`src/rtl/dob_pkg.sv`:
```
// Shared types, constants and command codes for the detuned oscillator bank.
// No dependencies; used by every other file of the block.
`default_nettype none

package dob_pkg;

  localparam int MAX_OSC    = 64;
  localparam int OSC_IDX_W  = $clog2(MAX_OSC);
  localparam int OSC_CNT_W  = 7;
  localparam int PHASE_W    = 32;
  localparam int CFG_IDX_W  = 3;
  localparam int CFG_DATA_W = 28;
  localparam int MUL_W      = 32;
  localparam int DIV_NUM_W  = 48;
  localparam int DIV_DEN_W  = 32;
  localparam int SQRT_IN_W  = 48;
  localparam int SQRT_OUT_W = 24;

  // sin(pi/2 z) Taylor coefficients, Q30
  localparam logic [30:0] SIN_C1 = 31'd1686629713;
  localparam logic [30:0] SIN_C3 = 31'd693598668;
  localparam logic [30:0] SIN_C5 = 31'd85569306;
  localparam logic [30:0] SIN_C7 = 31'd5026995;
  localparam logic [30:0] SIN_C9 = 31'd172272;

  // floor(0.24 cycle) at 32 phase bits
  localparam logic [29:0] EDGE_CAP   = 30'd1030792151;
  localparam logic [31:0] HALF_CYCLE = 32'h8000_0000;

  typedef enum logic [2:0] {
    REG_MODE,
    REG_VOLUME,
    REG_START_DEF,
    REG_END_DEF,
    REG_COUNT,
    REG_END_INCL,
    REG_SCALE,
    REG_EDGE
  } reg_idx_t;

  typedef enum logic [1:0] {
    WAVE_SINE,
    WAVE_SAW,
    WAVE_SQUARE,
    WAVE_SMOOTH
  } wave_t;

  typedef enum logic [4:0] {
    CMD_NOP,
    CMD_LOAD,
    CMD_VOL_MUL,
    CMD_AMP_DIV,
    CMD_SQRT,
    CMD_DIFF_DIV,
    CMD_DIFF_LATCH,
    CMD_FREQ,
    CMD_INC_MUL,
    CMD_INC,
    CMD_SIMPLE,
    CMD_SIN_SQ,
    CMD_SIN_H1,
    CMD_SIN_H2,
    CMD_SIN_H3,
    CMD_SIN_H4,
    CMD_SIN_H5,
    CMD_SIN_FIN,
    CMD_SQ_W,
    CMD_SQ_WL,
    CMD_SQ_SEL,
    CMD_SQ_T,
    CMD_SQ_T2,
    CMD_SQ_FIN,
    CMD_ACC_MUL,
    CMD_ACC,
    CMD_FINISH
  } cmd_t;

  typedef struct packed {
    logic  zero;
    wave_t mode;
    logic  div_busy;
    logic  sqrt_busy;
    logic  sq_edge;
    logic  last;
    logic  out_free;
  } status_t;

  typedef struct packed {
    logic signed [19:0] start_freq;
    logic               use_start_freq;
    logic signed [19:0] end_freq;
    logic               use_end_freq;
  } tick_t;

  typedef struct packed {
    logic signed [15:0] sample_out;
    logic               clipped;
  } sample_t;

  function automatic logic [OSC_CNT_W-1:0] eff_count(input logic [OSC_CNT_W-1:0] c);
    logic [OSC_CNT_W-1:0] r;
    if (c == '0) r = OSC_CNT_W'(1);
    else if (c > OSC_CNT_W'(MAX_OSC)) r = OSC_CNT_W'(MAX_OSC);
    else r = c;
    return r;
  endfunction

endpackage

`default_nettype wire

```
`src/rtl/dob_ctrl.sv`:
```
// Controller: sequences the datapath through setup, the oscillator loop and
// the output step. Depends on dob_pkg for command and status types.
`default_nettype none

module dob_ctrl (
  input  wire logic              clk,
  input  wire logic              rst,
  input  wire logic              tick_valid,
  output logic                   tick_stall,
  input  wire dob_pkg::status_t  status,
  output dob_pkg::cmd_t          cmd
);

  typedef enum logic [4:0] {
    S_IDLE,
    S_CHECK,
    S_AMP_DIV,
    S_AMP_WAIT,
    S_SQRT_WAIT,
    S_DIFF_WAIT,
    S_FREQ,
    S_INC_MUL,
    S_INC,
    S_SIMPLE,
    S_SIN_SQ,
    S_SIN_H1,
    S_SIN_H2,
    S_SIN_H3,
    S_SIN_H4,
    S_SIN_H5,
    S_SIN_FIN,
    S_SQ_W,
    S_SQ_WL,
    S_SQ_SEL,
    S_SQ_WAIT,
    S_SQ_T2,
    S_SQ_FIN,
    S_ACC_MUL,
    S_ACC,
    S_FINISH
  } state_t;

  state_t state, state_next;

  always_comb begin
    state_next = state;
    cmd        = dob_pkg::CMD_NOP;
    unique case (state)
      S_IDLE: begin
        if (tick_valid && !rst) begin
          cmd        = dob_pkg::CMD_LOAD;
          state_next = S_CHECK;
        end
      end
      S_CHECK: begin
        if (status.zero) begin
          state_next = S_FINISH;
        end else begin
          cmd        = dob_pkg::CMD_VOL_MUL;
          state_next = S_AMP_DIV;
        end
      end
      S_AMP_DIV: begin
        cmd        = dob_pkg::CMD_AMP_DIV;
        state_next = S_AMP_WAIT;
      end
      S_AMP_WAIT: begin
        if (!status.div_busy) begin
          cmd        = dob_pkg::CMD_SQRT;
          state_next = S_SQRT_WAIT;
        end
      end
      S_SQRT_WAIT: begin
        if (!status.sqrt_busy) begin
          cmd        = dob_pkg::CMD_DIFF_DIV;
          state_next = S_DIFF_WAIT;
        end
      end
      S_DIFF_WAIT: begin
        if (!status.div_busy) begin
          cmd        = dob_pkg::CMD_DIFF_LATCH;
          state_next = S_FREQ;
        end
      end
      S_FREQ: begin
        cmd        = dob_pkg::CMD_FREQ;
        state_next = S_INC_MUL;
      end
      S_INC_MUL: begin
        cmd        = dob_pkg::CMD_INC_MUL;
        state_next = S_INC;
      end
      S_INC: begin
        cmd = dob_pkg::CMD_INC;
        unique case (status.mode)
          dob_pkg::WAVE_SINE:   state_next = S_SIN_SQ;
          dob_pkg::WAVE_SMOOTH: state_next = S_SQ_W;
          default:              state_next = S_SIMPLE;
        endcase
      end
      S_SIMPLE: begin
        cmd        = dob_pkg::CMD_SIMPLE;
        state_next = S_ACC_MUL;
      end
      S_SIN_SQ: begin
        cmd        = dob_pkg::CMD_SIN_SQ;
        state_next = S_SIN_H1;
      end
      S_SIN_H1: begin
        cmd        = dob_pkg::CMD_SIN_H1;
        state_next = S_SIN_H2;
      end
      S_SIN_H2: begin
        cmd        = dob_pkg::CMD_SIN_H2;
        state_next = S_SIN_H3;
      end
      S_SIN_H3: begin
        cmd        = dob_pkg::CMD_SIN_H3;
        state_next = S_SIN_H4;
      end
      S_SIN_H4: begin
        cmd        = dob_pkg::CMD_SIN_H4;
        state_next = S_SIN_H5;
      end
      S_SIN_H5: begin
        cmd        = dob_pkg::CMD_SIN_H5;
        state_next = S_SIN_FIN;
      end
      S_SIN_FIN: begin
        cmd        = dob_pkg::CMD_SIN_FIN;
        state_next = S_ACC_MUL;
      end
      S_SQ_W: begin
        cmd        = dob_pkg::CMD_SQ_W;
        state_next = S_SQ_WL;
      end
      S_SQ_WL: begin
        cmd        = dob_pkg::CMD_SQ_WL;
        state_next = S_SQ_SEL;
      end
      S_SQ_SEL: begin
        cmd        = dob_pkg::CMD_SQ_SEL;
        state_next = S_SQ_WAIT;
      end
      S_SQ_WAIT: begin
        // plateaus skip the edge division
        if (!status.sq_edge) begin
          state_next = S_ACC_MUL;
        end else if (!status.div_busy) begin
          cmd        = dob_pkg::CMD_SQ_T;
          state_next = S_SQ_T2;
        end
      end
      S_SQ_T2: begin
        cmd        = dob_pkg::CMD_SQ_T2;
        state_next = S_SQ_FIN;
      end
      S_SQ_FIN: begin
        cmd        = dob_pkg::CMD_SQ_FIN;
        state_next = S_ACC_MUL;
      end
      S_ACC_MUL: begin
        cmd        = dob_pkg::CMD_ACC_MUL;
        state_next = S_ACC;
      end
      S_ACC: begin
        cmd        = dob_pkg::CMD_ACC;
        state_next = status.last ? S_FINISH : S_FREQ;
      end
      S_FINISH: begin
        if (status.out_free) begin
          cmd        = dob_pkg::CMD_FINISH;
          state_next = S_IDLE;
        end
      end
      default: state_next = S_IDLE;
    endcase
  end

  always_ff @(posedge clk) begin
    if (rst) state <= S_IDLE;
    else state <= state_next;
  end

  assign tick_stall = (state != S_IDLE) || rst;

endmodule

`default_nettype wire

```
`config.mk`:
```
export PLATFORM = sky130hd
export DESIGN_NAME = dob_ctrl
export DESIGN_NICKNAME = d
export VERILOG_FILES = /design/src/rtl/dob_pkg.sv /design/src/rtl/dob_ctrl.sv
export SDC_FILE = /design/constraint.sdc
export NUM_CORES = 1
export LEC_CHECK = 0
export BUFFER_PORTS_ARGS = -buffer_cell sky130_fd_sc_hd__buf_2
export CAP_MARGIN = 20
export CORE_ASPECT_RATIO = 0.75
export CORE_MARGIN = 1.5
export CORE_UTILIZATION = 43
export CTS_BUF_LIST = sky130_fd_sc_hd__clkbuf_8
export DETAILED_ROUTE_END_ITERATION = 6
export GPL_ROUTABILITY_DRIVEN = 0
export GPL_TIMING_DRIVEN = 0
export PLACE_DENSITY = 0.6
export SKIP_LAST_GASP = 1
export SYNTH_ARGS = -nofsm -noshare
export SYNTH_HDL_FRONTEND = slang
export SYNTH_SLANG_ARGS = --single-unit
```
`constraint.sdc`:
```
create_clock -name clk -period 4.4 [get_ports clk]
set_clock_uncertainty 0.1 [all_clocks]
set_input_delay 0.22 -clock clk [delete_from_list [all_inputs] [get_ports clk]]
set_output_delay 0.22 -clock clk [all_outputs]
set_load 0.01 [all_outputs]
```
==> qor.csv, run 1 <==
metric,value,unit
crit path max-delay cell type,dfxtp_1,
clock root cell,clkbuf_8,
via density per instance,6.38,
Final Max Slew Viols,0,
Die H,42.9,um
Initial Utilization,0.457,
synth-to-layout area growth,17.1,%
Post-Synth Adder-Cell Area,0,
number of global-route vias before repair,966,
power density over cell area,557,nW/um2
setup TNS,0,ns
Yosys top cell by area,dfxtp_1,
IO Pins,17,
vias,1154,
Synth Warn #,0,
Die Width,56.2,um
hpwl dp,2.20,mm
VDD IR max,0.000264,V
Synth top area share,0.110,
Mapped Area,913,um2
slew of the pin with the lowest slew margin,0.363,ns
Max Fclk,463,MHz
Gate Count Post-Synth,137,
CP cell instances,buf_2 -> buf_2 -> a21oi_1 -> o31ai_1 -> o21ai_0 -> buf_2,
post-synthesis cell type count,45,
Final Hold Fails,0,
xor-xnor portion of the synthesized cell area,0.0178,
post-synthesis sequential area ratio,0.110,
setup violators final,0,
largest cells by area after synthesis,"dfxtp_1 11%, nand2b_1 8.2%, a21oi_1 6.0%",
Post-Syn Nets,148,
antenna cells,0,
grt ovf,0,
Synth top cells by count,"13 x nor2_1, 12 x nand2b_1, 11 x a21oi_1",
DIE AREA,2410,um2
first-pass GRT wire length,4.69,mm
final cell count without fillers,181,
core area,2000,um2
fin crit share,0.491,
CP Class,reg2out,
Num CTS Buffers,3,
CTS clock-pin slew for the worst setup and hold paths,0.04,ns
worst setup margin,2.24,ns
CP peak stage delay,0.49,ns
CTS tree,built,
GRT Total Usage,0.245,
Residual DRC,0,
pin count of the biggest net entering global routing,11,
layout cells sized above 1,0.242,
Worst Path Arrival,1.84,ns
status,"finished, final reports clean",
main combinational cell family by area after synthesis,simple AND/OR/NAND/NOR gates,
"FF+latch count, synth",5,
Top Registers,state x5,
Post-CTS Resized,0,
clk sinks,5,
Placement Setup Slack,2.50,ns
row count,14,
Crit path required time,4.08,ns
post-synthesis simple-gate area fraction,0.400,
WHS,0.188,ns
ys flop type,dfxtp_1,
post-layout util,0.536,
max_slew headroom,0.752,
Static Leakage,0.000418,uW
compound-cell area share of the yosys netlist,0.371,
RSZ-0062 raised after global routing,false,
portion of netlist area occupied by mux cells,0,
H-tree depth,1,
port buffer count,16,
Startpoint Class,register,
postcts setup bufs,0,
initial drt markers,63,
"EDFF count, synth",0,
initial antenna violation count,0,
WL/cell,16.3,um
Inst Count DP,177,
final net count,169,
1st-pass router iterations,4,
final WL,2.95,mm
"Async S/R FF share, synth",0,
max reg flops,5,
critical-path maximum fanout,10,
clk buf depth,2,
Biggest register,state,
hold crit path type,in2reg,
ANT nets after route,0,
Clock Latency Late Sink,0.22,ns
Avg Inst Size Synth,6.67,um2
hold buffer count at cts,0,
MaxCap Viol Count,0,
crit path capture type,output port,
Critical Path Most Common Cell,buf_2,
"count leader, synth",nor2_1,
Final min period,2.16,ns
## layout make-up
type                       count  area, um2
timing repair buffer          16       80.1
tap                           24       30.0
clock inverter                 1       5.00
inverter                       4       15.0
multi-input combinational    116        721
fill                         210        927
sequential                     5        100
clock buffer                   3       41.3
buffer                        12       77.6
## critical path, delay by kind of cell, from the launching register on
family | cells | cell delay, ns
buffers and inverters | 3 | 0.68
DFF | 1 | 0.49
AOI/OAI and AO/OA | 3 | 0.46
## cell usage in the layout, fill, tap and decap left out, types with 3 or more instances in the layout
cell and count:
buf_2 24, nand3_1 3, clkbuf_8 3, nor3_1 6
nor2_1 13, and2_1 3, dfxtp_1 5, a21oi_1 11
o21ai_0 9, nand2_1 9, nand4_1 3, nand3b_1 3
o22ai_1 3, nand2b_1 12, inv_1 3, a211o_1 3
nor2b_1 5
## final timing paths
check,startpoint,endpoint,slack [ns],cells after the start
worst max-delay path,state[4],cmd[3],2.24,6
worst min-delay path,rst,state[3],0.19,2
worst max register to register,state[4],state[0],2.56,6
worst min register to register,state[0],state[1],0.72,3
## stage by stage
step / power [uW] / cell area (um2)
after floorplan: 390 / 913
after global routing: 644 / 1070
after CTS: 588 / 1070
after detailed placement: 503 / 1020
final: 596 / 1070
after global placement: 501 / 1020
## routing by layer
metal	vias to the layer above	track usage	wire length, um
li1	555	-	-
met5	-	0	0
met4	0	0.00952	10
met1	530	0.390	1410
met3	2	0.0457	324
met2	67	0.353	1210
## kinds of logic (layout without fill, tap and decap cells)
group | after synthesis | count (layout)
flops | 5 | 5
buf+inv | 16 | 36
compound gates | 50 | 50
simple gates | 65 | 65
xor+xnor | 1 | 1
## power by group
group | switching, uW | total (uW) | internal, uW
Clock | 22.0 | 82.7 | 60.7
Combinational | 255 | 433 | 179
Sequential | 20.0 | 79.7 | 59.7
Total | 297 | 596 | 299
(Power assumes the default switching activity.)
==> inputs of run 2 (changes only) <==
Clock period 4.4 ns to 2 ns, I/O delays scaled along.
==> run 2 against run 1 <==
Hold slack worse by 0.13 ns. Worst setup slack worse by 2.2 ns. Global-route usage stayed put. Core utilization is 0.44 points higher. Largest power group unchanged.
==> qor.csv, run 2 (synthesized netlist as in run 1, its figures left out) <==
metric,value,unit,change
R2R setup slack,0.34,ns,-2.22 ns
Crit path required time,1.80,ns,-2.28 ns
Max Fclk,523,MHz,
VDD IR max,0.000606,V,+130%
setup violators final,0,,unchanged
CP Class,reg2out,,
"most common cell after layout, fill and taps aside",buf_2,,
Setup crit end,cmd[2],,
total power,1330,uW,+120%
vias,1142,,-1.0%
Final Hold Fails,0,,unchanged
number of global-route vias before repair,966,,unchanged
final net count,168,,-0.59%
clk buf depth,2,,unchanged
clock root cell,clkbuf_8,,
Initial Utilization,0.457,,unchanged
Worst Path Arrival,1.71,ns,-0.13 ns
RSZ-0062 raised after global routing,false,,
final WL,2.93,mm,-0.81%
Final Max Slew Viols,0,,unchanged
Crit Reg-Reg Endpoint,state[0],,
hold crit path type,in2reg,,
Die Width,56.2,um,unchanged
Inst Count DP,177,,unchanged
R2R Path Start,state[4],,
Num CTS Buffers,3,,unchanged
Post-CTS Resized,1,,+1
IO Pins,17,,unchanged
grt ovf,0,,unchanged
synth-to-layout area growth,18.1,%,
core area,2000,um2,unchanged
"commonest non-fill, non-tap cells in the layout","18 x buf_2, 13 x nor2_1, 12 x nand2b_1, 11 x a21oi_1",,
Residual DRC,0,,unchanged
status,"finished, final reports clean",,
H-tree depth,1,,unchanged
hold buffer count at cts,0,,unchanged
port buffer count,16,,unchanged
placed instance area,1020,um2,unchanged
fin crit share,0.955,,
postcts setup bufs,0,,unchanged
Die H,42.9,um,unchanged
row count,14,,unchanged
pin count of the biggest net entering global routing,11,,unchanged
WL/cell,16.3,um,-0.26%
Top Registers,state x5,,
CTS tree,built,,
Placement Setup Slack,0.204,ns,-2.30 ns
# fillers,206,,-1.9%
design area,1080,um2,+0.82%
Startpoint Class,register,,
ANT nets after route,0,,unchanged
power density over cell area,1230,nW/um2,+120%
slew of the pin with the lowest slew margin,0.362,ns,-0.000650 ns
worst setup margin,0.0895,ns,-2.15 ns
Clock Latency Late Sink,0.22,ns,about the same
initial drt markers,50,,-21%
hold path start,rst,,
DIE AREA,2410,um2,unchanged
CTS clock-pin slew for the worst setup and hold paths,0.03,ns,about the same
initial antenna violation count,0,,unchanged
GRT Total Usage,0.245,,unchanged
Final min period,1.91,ns,
first-pass GRT wire length,4.69,mm,unchanged
setup TNS,0,ns,unchanged
1st-pass router iterations,4,,unchanged
hpwl dp,2.20,mm,unchanged
final cell count without fillers,180,,-0.55%
max reg flops,5,,unchanged
Worst R2R Path Depth,6,,unchanged
crit path capture type,output port,,
antenna cells,0,,unchanged
MaxCap Viol Count,0,,unchanged
Static Leakage,0.000412,uW,-1.6%
layout cells sized above 1,0.244,,+0.00155
clk sinks,5,,unchanged
via density per instance,6.34,,-0.49%
Biggest register,state,,
critical-path maximum fanout,10,,unchanged
worst setup path startpoint,state[3],,
max_slew headroom,0.752,,about the same
## run 2: changes by cell type in the layout (fill, tap and decap cells not counted), sizes merged
cell and delta:
clkbuf +5, buf -6
## run 2: worst min path at each step
stage / end / depth (start not counted)
6_report: state[3] / 2
2_1_floorplan: state[3] / 1
3_3_place_gp: state[3] / 2
4_1_cts: state[3] / 2
3_5_place_dp: state[3] / 2
5_1_grt: state[3] / 2
## run 2: routing by layer
metal / GRT usage / wire, um
met5: 0 / 0
met4: 0.00952 / 23
met3: 0.0457 / 289
met2: 0.353 / 1180
met1: 0.390 / 1430
## run 2: critical path, cell delays in order (launching register included)
cell     delay, ns
dfxtp_1       0.41
buf_4         0.21
buf_4         0.19
o21ai_1       0.08
a211o_1       0.30
o22ai_1       0.15
buf_2         0.15
## run 2: where the power goes
part	total (uW)	switching (uW)	internal, uW
clock network	182	48.2	134
registers	177	43.7	133
logic	967	560	407
## run 2: per-stage QoR
stage / utilization / hold WS [ns]
after floorplan: - / 0.0694
after global placement: 0.513 / 0.255
after detailed placement: 0.513 / 0.267
after CTS: 0.536 / 0.0481
after global routing: 0.540 / 0.0754
final: 0.540 / 0.0627
## run 2: cell type report
type | count | area (um2) | share of cell area
repair buffers | 16 | 80.1 | 0.0742
clock inverters | 1 | 5.00 | 0.00464
multi-input cells | 116 | 721 | 0.668
inverters | 4 | 15.0 | 0.0139
plain buffers | 11 | 85.1 | 0.0789
clock buffers | 3 | 41.3 | 0.0383
well taps | 24 | 30.0 | 0.0278
flip-flops and latches | 5 | 101 | 0.0940
